### config.mk
export PLATFORM = sky130hd
export DESIGN_NAME = log_line_field_parser_unit
export DESIGN_NICKNAME = d
export VERILOG_FILES = /design/src/rtl/llfp_pkg.sv /design/src/rtl/log_line_field_parser_unit.sv
export SDC_FILE = /design/constraint.sdc
export NUM_CORES = 1
export LEC_CHECK = 0
export BUFFER_PORTS_ARGS = -buffer_cell sky130_fd_sc_hd__buf_2
export CAP_MARGIN = 20
export CORE_MARGIN = 4
export CORE_UTILIZATION = 37
export CTS_BUF_LIST = sky130_fd_sc_hd__clkbuf_8
export CTS_CLUSTER_DIAMETER = 100
export DETAILED_ROUTE_END_ITERATION = 10
export PLACE_DENSITY = 0.64
export SETUP_SLACK_MARGIN = 0.2
export SYNTH_ARGS = -nofsm -noshare
export SYNTH_HDL_FRONTEND = slang
export SYNTH_SLANG_ARGS = --single-unit
### constraint.sdc
create_clock -name aclk -period 21.3 [get_ports aclk]
set_input_delay 3.195 -clock aclk [delete_from_list [all_inputs] [get_ports aclk]]
set_output_delay 3.195 -clock aclk [all_outputs]
set_load 0.03 [all_outputs]
### src/rtl/llfp_pkg.sv
// ----------------------------------------------------------------------------
// Log line field parser: shared definitions
// Payload structs, layout table, character constants and small decode helpers.
// ----------------------------------------------------------------------------
package llfp_pkg;

    localparam int CHAR_W         = 8;
    localparam int POS_W          = 12;
    localparam int MAX_LINE_BYTES = 4096;
    localparam int POS_CAP_INT    = ((MAX_LINE_BYTES - 1) < ((1 << POS_W) - 1)) ?
                                    (MAX_LINE_BYTES - 1) : ((1 << POS_W) - 1);
    localparam logic [POS_W-1:0] POS_CAP = POS_CAP_INT[POS_W-1:0];

    // APB register map
    localparam int APB_ADDR_W = 3;
    localparam int APB_DATA_W = 32;
    localparam logic REG_MIN_LINE_LENGTH = 1'b0;   // register index, from paddr[2]
    localparam logic [CHAR_W-1:0] MIN_LEN_RESET = 8'd30;

    // Characters of the layout
    localparam logic [CHAR_W-1:0] CH_ZERO   = 8'h30;
    localparam logic [CHAR_W-1:0] CH_NINE   = 8'h39;
    localparam logic [CHAR_W-1:0] CH_SPACE  = 8'h20;
    localparam logic [CHAR_W-1:0] CH_DASH   = 8'h2D;
    localparam logic [CHAR_W-1:0] CH_COLON  = 8'h3A;
    localparam logic [CHAR_W-1:0] CH_DOT    = 8'h2E;
    localparam logic [CHAR_W-1:0] CH_V      = 8'h56;
    localparam logic [CHAR_W-1:0] CH_D      = 8'h44;
    localparam logic [CHAR_W-1:0] CH_I      = 8'h49;
    localparam logic [CHAR_W-1:0] CH_W      = 8'h57;
    localparam logic [CHAR_W-1:0] CH_E      = 8'h45;
    localparam logic [CHAR_W-1:0] CH_F      = 8'h46;
    localparam logic [CHAR_W-1:0] CH_S      = 8'h53;
    // Marker in the layout table for a slot that takes a decimal digit.
    localparam logic [CHAR_W-1:0] DIGIT_SLOT = 8'h00;

    // Fixed-width date and time prefix "MM-DD HH:MM:SS.mmm".
    localparam int FIXED_LEN   = 18;
    localparam int FIXED_IDX_W = $clog2(FIXED_LEN);
    localparam int DATE_SLOTS  = 5;
    localparam logic [FIXED_IDX_W-1:0] FIXED_LAST = FIXED_IDX_W'(FIXED_LEN - 1);
    localparam logic [FIXED_IDX_W-1:0] DATE_END   = FIXED_IDX_W'(DATE_SLOTS);
    localparam logic [CHAR_W-1:0] FIXED_LAYOUT [0:FIXED_LEN-1] = '{
        DIGIT_SLOT, DIGIT_SLOT, CH_DASH, DIGIT_SLOT, DIGIT_SLOT, CH_SPACE,
        DIGIT_SLOT, DIGIT_SLOT, CH_COLON, DIGIT_SLOT, DIGIT_SLOT, CH_COLON,
        DIGIT_SLOT, DIGIT_SLOT, CH_DOT, DIGIT_SLOT, DIGIT_SLOT, DIGIT_SLOT
    };

    // Level and severity codes
    localparam logic [2:0] LVL_V = 3'd0;
    localparam logic [2:0] LVL_D = 3'd1;
    localparam logic [2:0] LVL_I = 3'd2;
    localparam logic [2:0] LVL_W = 3'd3;
    localparam logic [2:0] LVL_E = 3'd4;
    localparam logic [2:0] LVL_F = 3'd5;
    localparam logic [2:0] LVL_S = 3'd6;
    localparam logic [1:0] SEV_INFO    = 2'd0;
    localparam logic [1:0] SEV_WARNING = 2'd1;
    localparam logic [1:0] SEV_ERROR   = 2'd2;

    typedef struct packed {
        logic [CHAR_W-1:0] char_byte;
        logic              last_in_line;
    } in_item_t;

    typedef struct packed {
        logic              line_ok;
        logic [15:0]       date_bcd;
        logic [35:0]       time_bcd;
        logic [31:0]       process_number;
        logic [31:0]       thread_number;
        logic [2:0]        level_code;
        logic [1:0]        severity_code;
        logic [POS_W-1:0]  tag_offset;
        logic [POS_W-1:0]  tag_length;
        logic [POS_W-1:0]  message_offset;
        logic [POS_W-1:0]  line_length;
    } out_item_t;

    typedef struct packed {
        logic       hit;
        logic [2:0] code;
    } level_decode_t;

    function automatic logic [POS_W-1:0] sat_inc(input logic [POS_W-1:0] v);
        return (v < POS_CAP) ? v + 1'b1 : POS_CAP;
    endfunction

    function automatic level_decode_t level_of(input logic [CHAR_W-1:0] c);
        level_decode_t r;
        r.hit = 1'b1;
        case (c)
            CH_V:    r.code = LVL_V;
            CH_D:    r.code = LVL_D;
            CH_I:    r.code = LVL_I;
            CH_W:    r.code = LVL_W;
            CH_E:    r.code = LVL_E;
            CH_F:    r.code = LVL_F;
            CH_S:    r.code = LVL_S;
            default: begin
                r.hit  = 1'b0;
                r.code = LVL_V;
            end
        endcase
        return r;
    endfunction

    function automatic logic [1:0] severity_of(input logic [2:0] lvl);
        logic [1:0] s;
        case (lvl)
            LVL_W:        s = SEV_WARNING;
            LVL_E, LVL_F: s = SEV_ERROR;
            default:      s = SEV_INFO;
        endcase
        return s;
    endfunction

endpackage

### src/rtl/log_line_field_parser_unit.sv
// ----------------------------------------------------------------------------
// Log line field parser unit
// Parses one byte of a log line per transfer and emits one record per line.
// ----------------------------------------------------------------------------
//
//  Channel   Direction  Handshake          Payload
//  s_        in         s_valid / s_ready  llfp_pkg::in_item_t  (one byte)
//  m_        out        m_valid / m_ready  llfp_pkg::out_item_t (one record)
//  APB       in/out     psel/penable/...   min_line_length at byte address 0
//
//  One byte is taken in every cycle unless a line's last byte waits on a
//  held result; a record leaves through the input register and then the
//  result register. The rate is set by the byte state machine, which closes
//  its loop over the line state with one shared times-ten accumulator.
//  Reset (aresetn low, synchronous) empties both registers, sets the line
//  state to the first month digit and min_line_length to 30.
//  Only the last byte of a line waits on a held result; other bytes flow on.
//
// The block checks "MM-DD HH:MM:SS.mmm [spaces] PID spaces TID space LEVEL
// space Tag: message". The first byte that breaks the layout marks the line as
// failed; the rest of the line is then only counted. A failed record carries
// zero in every field except the line length.

module log_line_field_parser_unit (
    input  logic                              aclk,
    input  logic                              aresetn,
    // byte input
    input  logic                              s_valid,
    output logic                              s_ready,
    input  llfp_pkg::in_item_t                s_data,
    // record output
    output logic                              m_valid,
    input  logic                              m_ready,
    output llfp_pkg::out_item_t               m_data,
    // configuration
    input  logic                              psel,
    input  logic                              penable,
    input  logic                              pwrite,
    input  logic [llfp_pkg::APB_ADDR_W-1:0]   paddr,
    input  logic [llfp_pkg::APB_DATA_W-1:0]   pwdata,
    output logic [llfp_pkg::APB_DATA_W-1:0]   prdata,
    output logic                              pready
);

    // Parser phases. The fixed date and time prefix is a single phase that
    // walks the layout table through fixed_idx_reg.
    typedef enum logic [10:0] {
        PH_FIXED       = 11'b000_0000_0001,
        PH_PID_SKIP    = 11'b000_0000_0010,
        PH_PID         = 11'b000_0000_0100,
        PH_TID_SKIP    = 11'b000_0000_1000,
        PH_TID         = 11'b000_0001_0000,
        PH_LEVEL       = 11'b000_0010_0000,
        PH_LEVEL_SP    = 11'b000_0100_0000,
        PH_TAG_FIRST   = 11'b000_1000_0000,
        PH_TAG         = 11'b001_0000_0000,
        PH_AFTER_COLON = 11'b010_0000_0000,
        PH_MESSAGE     = 11'b100_0000_0000
    } phase_t;

    // ---------------------------------------------------------------------
    // Configuration register
    // ---------------------------------------------------------------------
    logic [llfp_pkg::CHAR_W-1:0] min_len_reg;
    logic                        cfg_write;

    assign pready    = 1'b1;
    assign cfg_write = psel && penable && pwrite &&
                       (paddr[2] == llfp_pkg::REG_MIN_LINE_LENGTH);
    assign prdata    = (paddr[2] == llfp_pkg::REG_MIN_LINE_LENGTH) ?
                       {{(llfp_pkg::APB_DATA_W - llfp_pkg::CHAR_W){1'b0}}, min_len_reg} :
                       '0;

    always_ff @(posedge aclk) begin
        if (!aresetn) begin
            min_len_reg <= llfp_pkg::MIN_LEN_RESET;
        end else if (cfg_write) begin
            min_len_reg <= pwdata[llfp_pkg::CHAR_W-1:0];
        end
    end

    // ---------------------------------------------------------------------
    // Input register
    // ---------------------------------------------------------------------
    logic                        in_valid_reg;
    logic [llfp_pkg::CHAR_W-1:0] in_byte_reg;
    logic                        in_last_reg;
    logic                        proc_fire;
    logic                        out_load;
    logic                        m_valid_reg;

    // A byte is processed whenever one is held, unless it closes a line and
    // the previous record has not yet been taken.
    assign proc_fire = in_valid_reg && (!in_last_reg || !m_valid_reg || m_ready);
    assign out_load  = proc_fire && in_last_reg;
    assign s_ready   = !in_valid_reg || proc_fire;

    always_ff @(posedge aclk) begin
        if (!aresetn) begin
            in_valid_reg <= 1'b0;
        end else if (s_ready) begin
            in_valid_reg <= s_valid;
        end
    end

    always_ff @(posedge aclk) begin
        if (s_valid && s_ready) begin
            in_byte_reg <= s_data.char_byte;
            in_last_reg <= s_data.last_in_line;
        end
    end

    // ---------------------------------------------------------------------
    // Line state
    // ---------------------------------------------------------------------
    phase_t                           phase_reg,      phase_next;
    logic [llfp_pkg::FIXED_IDX_W-1:0] fixed_idx_reg,  fixed_idx_next;
    logic [llfp_pkg::POS_W-1:0]       byte_pos_reg,   byte_pos_next;
    logic                             failed_reg,     failed_next;
    logic [15:0]                      date_reg,       date_next;
    logic [35:0]                      time_reg,       time_next;
    logic [31:0]                      pid_reg,        pid_next;
    logic [31:0]                      tid_reg,        tid_next;
    logic [2:0]                       level_reg,      level_next;
    logic [llfp_pkg::POS_W-1:0]       tag_start_reg,  tag_start_next;
    logic [llfp_pkg::POS_W-1:0]       tag_len_reg,    tag_len_next;
    logic [llfp_pkg::POS_W-1:0]       msg_start_reg,  msg_start_next;

    logic                             is_digit;
    logic [3:0]                       digit;
    logic [llfp_pkg::POS_W-1:0]       pos_inc;
    logic [llfp_pkg::CHAR_W-1:0]      want;
    logic [31:0]                      acc_src;
    logic [35:0]                      acc_prod;
    logic [31:0]                      acc_sat;
    llfp_pkg::level_decode_t          lvl;

    assign is_digit = (in_byte_reg >= llfp_pkg::CH_ZERO) && (in_byte_reg <= llfp_pkg::CH_NINE);
    assign digit    = in_byte_reg[3:0];
    assign pos_inc  = llfp_pkg::sat_inc(byte_pos_reg);
    assign want     = llfp_pkg::FIXED_LAYOUT[fixed_idx_reg];
    assign lvl      = llfp_pkg::level_of(in_byte_reg);

    // Shared decimal accumulator: acc * 10 + digit, saturating at 2^32-1.
    // Only one of the two id fields is ever being collected.
    assign acc_src  = ((phase_reg == PH_TID_SKIP) || (phase_reg == PH_TID)) ? tid_reg : pid_reg;
    assign acc_prod = {1'b0, acc_src, 3'b000} + {3'b000, acc_src, 1'b0} + {32'd0, digit};
    assign acc_sat  = (|acc_prod[35:32]) ? 32'hFFFF_FFFF : acc_prod[31:0];

    always_comb begin
        phase_next     = phase_reg;
        fixed_idx_next = fixed_idx_reg;
        byte_pos_next  = pos_inc;
        failed_next    = failed_reg;
        date_next      = date_reg;
        time_next      = time_reg;
        pid_next       = pid_reg;
        tid_next       = tid_reg;
        level_next     = level_reg;
        tag_start_next = tag_start_reg;
        tag_len_next   = tag_len_reg;
        msg_start_next = msg_start_reg;

        if (!failed_reg) begin
            case (phase_reg)
                PH_FIXED: begin
                    if ((want == llfp_pkg::DIGIT_SLOT) ? !is_digit : (in_byte_reg != want)) begin
                        failed_next = 1'b1;
                    end else begin
                        if (want == llfp_pkg::DIGIT_SLOT) begin
                            if (fixed_idx_reg < llfp_pkg::DATE_END) begin
                                date_next = {date_reg[11:0], digit};
                            end else begin
                                time_next = {time_reg[31:0], digit};
                            end
                        end
                        if (fixed_idx_reg == llfp_pkg::FIXED_LAST) begin
                            fixed_idx_next = '0;
                            phase_next     = PH_PID_SKIP;
                        end else begin
                            fixed_idx_next = fixed_idx_reg + 1'b1;
                        end
                    end
                end
                PH_PID_SKIP: begin
                    if (in_byte_reg != llfp_pkg::CH_SPACE) begin
                        if (!is_digit) begin
                            failed_next = 1'b1;
                        end else begin
                            pid_next   = acc_sat;
                            phase_next = PH_PID;
                        end
                    end
                end
                PH_PID: begin
                    if (is_digit) begin
                        pid_next = acc_sat;
                    end else if (in_byte_reg == llfp_pkg::CH_SPACE) begin
                        phase_next = PH_TID_SKIP;
                    end else begin
                        failed_next = 1'b1;
                    end
                end
                PH_TID_SKIP: begin
                    if (in_byte_reg != llfp_pkg::CH_SPACE) begin
                        if (!is_digit) begin
                            failed_next = 1'b1;
                        end else begin
                            tid_next   = acc_sat;
                            phase_next = PH_TID;
                        end
                    end
                end
                PH_TID: begin
                    if (is_digit) begin
                        tid_next = acc_sat;
                    end else if (in_byte_reg == llfp_pkg::CH_SPACE) begin
                        phase_next = PH_LEVEL;
                    end else begin
                        failed_next = 1'b1;
                    end
                end
                PH_LEVEL: begin
                    if (!lvl.hit) begin
                        failed_next = 1'b1;
                    end else begin
                        level_next = lvl.code;
                        phase_next = PH_LEVEL_SP;
                    end
                end
                PH_LEVEL_SP: begin
                    if (in_byte_reg != llfp_pkg::CH_SPACE) begin
                        failed_next = 1'b1;
                    end else begin
                        phase_next = PH_TAG_FIRST;
                    end
                end
                PH_TAG_FIRST: begin
                    if (in_byte_reg == llfp_pkg::CH_COLON) begin
                        failed_next = 1'b1;
                    end else begin
                        tag_start_next = byte_pos_reg;
                        tag_len_next   = llfp_pkg::POS_W'(1);
                        phase_next     = PH_TAG;
                    end
                end
                PH_TAG: begin
                    if (in_byte_reg == llfp_pkg::CH_COLON) begin
                        msg_start_next = pos_inc;
                        phase_next     = PH_AFTER_COLON;
                    end else begin
                        tag_len_next = llfp_pkg::sat_inc(tag_len_reg);
                    end
                end
                PH_AFTER_COLON: begin
                    // One space after the colon belongs to the separator.
                    msg_start_next = (in_byte_reg == llfp_pkg::CH_SPACE) ? pos_inc : byte_pos_reg;
                    phase_next     = PH_MESSAGE;
                end
                default: begin
                end
            endcase
        end
    end

    always_ff @(posedge aclk) begin
        if (!aresetn) begin
            phase_reg     <= PH_FIXED;
            fixed_idx_reg <= '0;
            byte_pos_reg  <= '0;
            failed_reg    <= 1'b0;
            date_reg      <= '0;
            time_reg      <= '0;
            pid_reg       <= '0;
            tid_reg       <= '0;
            level_reg     <= '0;
            tag_start_reg <= '0;
            tag_len_reg   <= '0;
            msg_start_reg <= '0;
        end else if (proc_fire) begin
            if (in_last_reg) begin
                // The line is closed: start the next one from scratch.
                phase_reg     <= PH_FIXED;
                fixed_idx_reg <= '0;
                byte_pos_reg  <= '0;
                failed_reg    <= 1'b0;
                date_reg      <= '0;
                time_reg      <= '0;
                pid_reg       <= '0;
                tid_reg       <= '0;
                level_reg     <= '0;
                tag_start_reg <= '0;
                tag_len_reg   <= '0;
                msg_start_reg <= '0;
            end else begin
                phase_reg     <= phase_next;
                fixed_idx_reg <= fixed_idx_next;
                byte_pos_reg  <= byte_pos_next;
                failed_reg    <= failed_next;
                date_reg      <= date_next;
                time_reg      <= time_next;
                pid_reg       <= pid_next;
                tid_reg       <= tid_next;
                level_reg     <= level_next;
                tag_start_reg <= tag_start_next;
                tag_len_reg   <= tag_len_next;
                msg_start_reg <= msg_start_next;
            end
        end
    end

    // ---------------------------------------------------------------------
    // Result register
    // ---------------------------------------------------------------------
    // The record is built from the state as it stands after the last byte.
    logic                line_ok;
    llfp_pkg::out_item_t rec_next;
    llfp_pkg::out_item_t rec_reg;

    assign line_ok = !failed_next &&
                     ((phase_next == PH_AFTER_COLON) || (phase_next == PH_MESSAGE)) &&
                     (byte_pos_next >= {{(llfp_pkg::POS_W - llfp_pkg::CHAR_W){1'b0}}, min_len_reg});

    always_comb begin
        rec_next = '0;
        rec_next.line_length = byte_pos_next;
        if (line_ok) begin
            rec_next.line_ok        = 1'b1;
            rec_next.date_bcd       = date_next;
            rec_next.time_bcd       = time_next;
            rec_next.process_number = pid_next;
            rec_next.thread_number  = tid_next;
            rec_next.level_code     = level_next;
            rec_next.severity_code  = llfp_pkg::severity_of(level_next);
            rec_next.tag_offset     = tag_start_next;
            rec_next.tag_length     = tag_len_next;
            rec_next.message_offset = msg_start_next;
        end
    end

    always_ff @(posedge aclk) begin
        if (!aresetn) begin
            m_valid_reg <= 1'b0;
        end else if (out_load) begin
            m_valid_reg <= 1'b1;
        end else if (m_ready) begin
            m_valid_reg <= 1'b0;
        end
    end

    always_ff @(posedge aclk) begin
        if (out_load) begin
            rec_reg <= rec_next;
        end
    end

    assign m_valid = m_valid_reg;
    assign m_data  = rec_reg;

`ifndef ASSERT_OFF
    // Closing a line always returns the parser to the start of a fresh line.
    a_line_clear: assert property (@(posedge aclk) disable iff (!aresetn)
        out_load |=> (phase_reg == PH_FIXED) && (byte_pos_reg == '0) && !failed_reg)
        else $error("line state not cleared after the last byte");

    // A failed record carries nothing but its length.
    a_fail_zero: assert property (@(posedge aclk) disable iff (!aresetn)
        (m_valid && !m_data.line_ok) |->
            (m_data.date_bcd == '0) && (m_data.time_bcd == '0) &&
            (m_data.process_number == '0) && (m_data.thread_number == '0) &&
            (m_data.tag_length == '0) && (m_data.message_offset == '0))
        else $error("failed record carries parsed fields");

    // A passing record has a non-empty tag that starts before the message.
    a_tag_shape: assert property (@(posedge aclk) disable iff (!aresetn)
        (m_valid && m_data.line_ok) |->
            (m_data.tag_length != '0) && (m_data.message_offset >= m_data.tag_offset))
        else $error("passing record has an inconsistent tag");

    // A held record is not overwritten by the next line.
    a_hold_record: assert property (@(posedge aclk) disable iff (!aresetn)
        (m_valid && !m_ready) |=> (m_valid && $stable(rec_reg)))
        else $error("pending record lost or changed");
`endif

endmodule

==> results.py <==
metrics = {
    "run_status": {
        "status": "complete, no violations",
    },
    "drt": {
        "drc": 0,
        "wl_mm": 55.1,
        "viasPerCell": 5.39,
        "dr.pass1.iters": 7,
        "wl_per_cell_um": 18.1,
        "final_antenna_net_count": 0,
        "vias": 16400,
        "drt-initial-drc-count": 1372,
    },
    "global_routing": {
        "grt_max_degree": 92,
        "grt-ovfl-total": 0,
        "grt_usage_pct": 18.8,
        "grt_pass1_wl_mm": 86.9,
        "grt_pass1_vias": 16000,
        "antenna_found_initial": 1,
    },
    "finish": {
        "drive_gt1_share_pct": 15.5,
        "nFillCells": 5140,
        "largest_reg_flops": 170,
        "syn2layout_area_growth_pct": 14.2,
        "fin_nets": 2421,
        "mostFrequentLayoutCells": "nor2_1 (321), nand2_1 (219), buf_2 (204), dfxtp_1 (194), edfxtp_1 (179)",
        "layout_commonest_cell": "nor2_1",
    },
    "clocking": {
        "clkSinkCount": 373,
        "cts_setup_buffers": 0,
        "cts.repair.resized": 0,
        "root_buffer": "clkbuf_8",
        "htree_levels": 3,
        "cts_buffer_depth": 3,
        "clock_latency_ps": 650,
        "clk_pin_slew_worst_paths_ps": 60,
        "cts_hold_buf": 0,
        "cts_tree": "yes",
        "numCtsBuffers": 66,
    },
    "logic_synthesis": {
        "synthFlopType": "dfxtp_1",
        "synth-seq-cells": 373,
        "ys_async_sr_fraction_pct": 0,
        "syn-cell-area_sq_um": 19700,
        "synth-warning-count": 0,
        "ys_types": 79,
        "synth-edff-count": 179,
        "synthMuxAreaShare_pct": 3.09,
        "netlist_instances": 2147,
        "synth_top_family_by_area": "simple AND/OR/NAND/NOR gates",
        "yosys.area_share.xor_xnor_pct": 1.92,
        "synth_fa_ha_area_share_pct": 5.04,
        "avgSynthCellArea_sq_um": 9.16,
        "synth-compound-area-share_pct": 17.4,
        "synthSimpleGateAreaFrac_pct": 20.6,
        "ys_seq_area_share_pct": 47.1,
    },
    "floorplan": {
        "die_area_sq_um": 56900,
        "num_rows": 84,
        "dieWidth_um": 239,
        "start_util_pct": 37.4,
        "io_pins": 256,
        "coreArea_sq_um": 52600,
        "die_y_um": 239,
    },
    "worst_setup_path": {
        "worstSetupPathType": "input pin to primary output",
        "required_ps": 18110,
        "worstPathCellList": "buf_2, nor2b_1, nand3_1, buf_2",
        "arrival_ps": 3860,
        "worst_setup_path_start_kind": "input pin",
        "slowest_stage": "nor2b_1",
        "cp_max_fo": 4,
        "cpMostUsedCell": "buf_2",
        "cp_slowest_stage_delay_ps": 230,
        "cp-end-kind": "primary output",
        "r2r_cells": 18,
    },
    "placement": {
        "port-buffer-count": 204,
        "globalplace.congestion": 0.852,
        "dpl.hpwl_mm": 37.4,
    },
    "pwr": {
        "cellLeakagePower_nw": 9.26,
        "ir_drop_mv": 0.0399,
        "pwr_density_cell_nw_per_um2": 66.6,
        "power_mw": 1.49,
    },
    "timing": {
        "tightest_slew_ps": 1120,
        "finClkSkew_ps": 47.3,
        "period_minus_slack_ps": 7050,
        "post-route-period-util_pct": 33.1,
        "slew_viol_final": 0,
        "setup_tns_ps": 0,
        "fmax_mhz": 142,
        "relSlewSlack_pct": 25.0,
        "hold_viol": 0,
        "finalSetupViolations": 0,
        "grt_setup_unrepaired": "no",
    },
    "worst_hold_path": {
        "holdPathStages": 2,
        "min-delay-path-class": "register to register",
    },
    "job": {
        "maxCapViolations": 0,
    },
}
## worst paths after layout
path	startpoint	endpoint	slack [ps]
setup / recovery	m_ready	s_ready	14250
hold / removal	min_len_reg[6]	min_len_reg[6]	470
setup reg to reg	phase_reg[5]	pid_reg[14]	14840
hold reg to reg	min_len_reg[6]	min_len_reg[6]	470
## critical path: cells and delay by family
family                 cells  cell delay [ps]
buffers and inverters      2              300
and+or+nand+nor            2              360
## routing by layer
metal	wire length, um	global-route usage (%)	part of all wire [%]
met5	0	0	0
met4	1440	6.77	2.6
met3	2860	3.17	5.2
met2	26400	31.7	48
met1	24300	24.4	44
## cell usage after synthesis, types with 9 or more instances
cell type,number,area [sq um]
nor3_1,29,145
and2_1,35,219
buf_2,21,105
a21oi_1,84,420
nor2b_1,101,632
nor2_1,324,1220
inv_1,40,150
nand2_1,220,826
a21o_1,26,195
mux2i_1,55,551
o22a_1,11,96.3
xnor2_1,25,219
nand4_1,21,131
clkbuf_1,127,477
nor4_1,14,87.6
dfxtp_1,194,3880
o21a_1,9,67.6
o211ai_1,12,90.1
a22o_1,13,114
ha_1,76,951
a31oi_1,25,156
xor2_1,18,158
nand2b_1,18,113
a211oi_1,46,345
edfxtp_1,179,5380
nand3_1,28,140
o21ai_0,117,586
buf_4,26,195
a22oi_1,103,773
## per-stage QoR
step                      cells  util (%)  hold WS [ps]  cell area, sq um  setup slack [ps]
after detailed placement   2909      40.1           463             21100             14250
after floorplan            2170         -           443             19700              9630
after CTS                  3031      42.6           472             22400             14240
final                      3035      42.7           468             22500             14250
after global placement     2909      40.1           459             21100             14270
after global routing       3035      42.7           493             22500             14190
## power breakdown
part	leakage [nW]	internal, mW	total, mW	switching, mW
registers	3.44	0.754	0.760	0.00538
clock network	0.744	0.358	0.671	0.313
logic	5.07	0.0160	0.0642	0.0483
## kinds of logic after synthesis
kind of cell | after synthesis
simple gates | 857
other cells | 2
fa+ha+maj | 78
flops | 373
xor+xnor | 43
buf+inv | 219
mux | 60
compound gates | 515
## cell type report
| cell class | instances | area (sq um) | area share (%) |
|---|---|---|---|
| antenna | 1 | 2.50 | 0.0111 |
| clock buffer | 70 | 963 | 4.29 |
| inverter | 40 | 150 | 0.669 |
| sequential | 373 | 9260 | 41.2 |
| tap | 688 | 861 | 3.83 |
| timing repair buffer | 233 | 1280 | 5.69 |
| clock inverter | 52 | 357 | 1.59 |
| multi-input combinational | 1578 | 9580 | 42.7 |
No activity file was read; power rests on OpenSTA's default activity.
